--- src/hw/rtl/cdcs_ram.sv ---
// generic simple dual-port ram with registered read
module cdcs_ram #(
  parameter int WIDTH = 8,
  parameter int DEPTH = 16,
  parameter int AW    = (DEPTH > 1) ? $clog2(DEPTH) : 1
) (
  input  logic             clk_i,
  input  logic             we_i,
  input  logic [AW-1:0]    waddr_i,
  input  logic [WIDTH-1:0] wdata_i,
  input  logic             re_i,
  input  logic [AW-1:0]    raddr_i,
  output logic [WIDTH-1:0] rdata_o
);

  logic [WIDTH-1:0] mem [DEPTH];
  logic [WIDTH-1:0] rdata_q;

  always_ff @(posedge clk_i) begin
    if (we_i) begin
      mem[waddr_i] <= wdata_i;
    end
    if (re_i) begin
      rdata_q <= mem[raddr_i];
    end
  end

  assign rdata_o = rdata_q;

endmodule

--- config.mk ---
export PLATFORM = sky130hd
export DESIGN_NAME = cdcs_ram
export DESIGN_NICKNAME = d
export VERILOG_FILES = /design/src/hw/rtl/cdcs_ram.sv
export SDC_FILE = /design/constraint.sdc
export NUM_CORES = 1
export LEC_CHECK = 0
export BUFFER_PORTS_ARGS = -buffer_cell sky130_fd_sc_hd__buf_2
export CORE_MARGIN = 10
export CORE_UTILIZATION = 50
export DETAILED_ROUTE_END_ITERATION = 16
export HOLD_SLACK_MARGIN = 0.05
export PLACE_DENSITY = 0.67
export SYNTH_ARGS = -nofsm -noshare
export SYNTH_HDL_FRONTEND = slang
export SYNTH_SLANG_ARGS = --single-unit
--- constraint.sdc ---
create_clock -name clk_i -period 2.9 [get_ports clk_i]
set_clock_uncertainty 0.15 [all_clocks]
set_input_delay 0.58 -clock clk_i [delete_from_list [all_inputs] [get_ports clk_i]]
set_output_delay 0.58 -clock clk_i [all_outputs]
set_load 0.01 [all_outputs]
==> results_dict.tcl <==
set metrics [dict create \
    status "completed" \
    grt_max_degree 33 \
    layout_common_cells "edfxtp_1 (136), buf_2 (26), mux4_2 (18)" \
    dr_wl_met2_mm 4.929 \
    clk_latency_ns 0.51 \
    post-dp-hpwl_mm 6.164 \
    fin_cells 429 \
    ys_warn_count 0 \
    crit_cells 1 \
    path_max_fanout 1 \
    slew_headroom_pct 45.82 \
    cts_buffers 17 \
    timing.final.crit_period_ns 1.811 \
    met1_length_mm 4.265 \
    grt_pass1_wl_mm 15.75 \
    syn_area_per_cell_um2 22.83 \
    ys_seq_area_share_pct 78.12 \
    ys_ff_latch 136 \
    dp_cells 399 \
    detail-route-antenna-nets 0 \
    nFillCells 754 \
    cts_sinks 136 \
    synth_area_leaders "edfxtp_1 (78%), mux4_2 (7.8%), mux4_1 (7.0%)" \
    layout_commonest_cell "edfxtp_1" \
    syn-cell-area_um2 5228 \
    cts_max_level 4 \
    synth_area_leader_cell "edfxtp_1" \
    grt.overflow.total 0 \
    start_util_pct 50.86 \
    slew_violations 0 \
    syn_to_final_growth_pct 17.74 \
    crit_buf_inv 1 \
    critPathTopFamily "flip-flops" \
    place_congestion 0.7869 \
    clk_path_buf_depth 2 \
    rr_worst_depth 3 \
    max_freq_mhz 552.2 \
    fp-row-count 37 \
    wirelength_mm 10.07 \
    ir_worst_vdd_uv 375.5 \
    io_buffers 26 \
    hp-class "primary input to flip-flop" \
    cts-resized-gates 0 \
    drive_above_1_share_pct 30.03 \
    grtUsageTotal_pct 14.78 \
    vias_per_cell 5.781 \
    top_layer "met4" \
    vias 2480 \
    end_kind "output port" \
    crit_arrival_ns 1.08 \
    fin_crit_sh_pct 62.45 \
    nets 301 \
    setup_viol 0 \
    synthCells 229 \
    wire_per_inst_um 23.48 \
    dieArea_um2 14950 \
    fp.dieW_um 122.3 \
    r2r-end "rdata_o[6]" \
    reg2reg_from "mem[0][6]" \
    power_mw 4.444 \
    ios 27 \
    antennaDiodeCount 0 \
    r2r_slack_ns 1.25 \
    firstDrtPassIters 4 \
    root_buffer "clkbuf_8" \
    tightest_slew_ns 0.8111 \
    synth_cell_type_count 18 \
    dpl_cell_area_um2 5602 \
    synthesis.nets 248 \
    synth_top_area_share_pct 78.12 \
    startpoint "rdata_o[1]" \
    path_clk_slew_ns 0.06 \
    rsz0062_at_grt "false" \
    grt_antenna_before_repair 0 \
    drc 0 \
    finalHoldViolations 0 \
    path_cells "buf_2" \
    die_h_um 122.3 \
    hold_buffers 0 \
    cp-endpoint "rdata_o[1]" \
    fin_tns_setup_ns 0 \
    cts_tree "built" \
    cp.required_ns 2.17 \
    design_area_um2 6155 \
    route.met3.wl_um 739 \
    whs_ns 0.2816 \
    crit_path_start_kind "flip-flop" \
    setup.worst_path.class "flip-flop to output port" \
    cp_slowest_cell "edfxtp_1" \
    power.density_nw_per_um2 722.1 \
    grt_pass1_vias 2589 \
    max-cap-violations 0 \
    postCtsSetupBuffers 0 \
    core_area_um2 10280 \
    drt_iter0_markers 280 \
    slowest_delay_ns 0.40 \
    p_leak_nw 2.081 \
]
==> sequential cells by signal, summed over array words and instances, names as in the netlist <==
name / count
mem: 128
rdata_o: 8
==> logic make-up (layout without fill, tap and decap cells) <==
logic type	after synthesis	in the layout	synth area share, %
flip-flops	136	136	78.12
AND/OR/NAND/NOR	35	35	3.136
multiplexers	32	32	14.79
AO/OA/AOI/OAI	16	16	2.298
buffers and inverters	10	74	1.651
==> where the power goes <==
part	total (mW)	switching (mW)	internal (mW)	leakage, nW
combinational	0.202	0.117	0.0855	0.578
sequential	2.23	0.0111	2.22	1.24
clock	2.02	0.736	1.28	0.266
total	4.44	0.863	3.58	2.08
==> how the worst min path moves through the flow <==
| stage | cells past startpoint | slack [ns] | start | endpoint |
|---|---|---|---|---|
| after floorplan | 0 | 0.53 | wdata_i[0] | mem[0][0] |
| after global placement | 3 | 0.57 | mem[7][0] | rdata_o[0] |
| after detailed placement | 3 | 0.58 | mem[14][4] | rdata_o[4] |
| after CTS | 1 | 0.26 | wdata_i[3] | mem[5][3] |
| after global routing | 1 | 0.26 | re_i | rdata_o[1] |
| final | 1 | 0.28 | re_i | rdata_o[1] |
==> cell usage after synthesis (all sizes together) <==
library cell,n
buf,7
clkdlybuf4s25,3
a22oi,16
nand2b,2
nand2,9
and2b,1
nand3,1
or3b,1
nor3,4
and2,1
mux4,32
nor2b,1
nor2,13
edfxtp,136
nand3b,2
==> per-layer routing <==
layer  track usage, %  up-vias
met4            6.186        0
met2            21.00      103
li1                 -     1088
met3            5.418        9
met5                0        -
met1            20.29     1280
==> metrics by stage <==
step / util (%) / setup WS [ns]
6_report: 59.89 / 1.089
3_3_place_gp: 54.50 / 0.6184
2_1_floorplan: - / 0.6771
4_1_cts: 59.89 / 1.053
3_5_place_dp: 54.50 / 0.5766
5_1_grt: 59.89 / 1.036
==> area by class of cell <==
class	instances	area, um2	area share, %
Clock buffer	18	417.9	6.790
Clock inverter	12	135.1	2.196
Multi-Input combinational cell	83	1057	17.18
Sequential cell	136	4084	66.36
Tap cell	136	170.2	2.765
Timing Repair Buffer	44	290.3	4.716
Note: power is estimated with default switching activity, not from simulation.
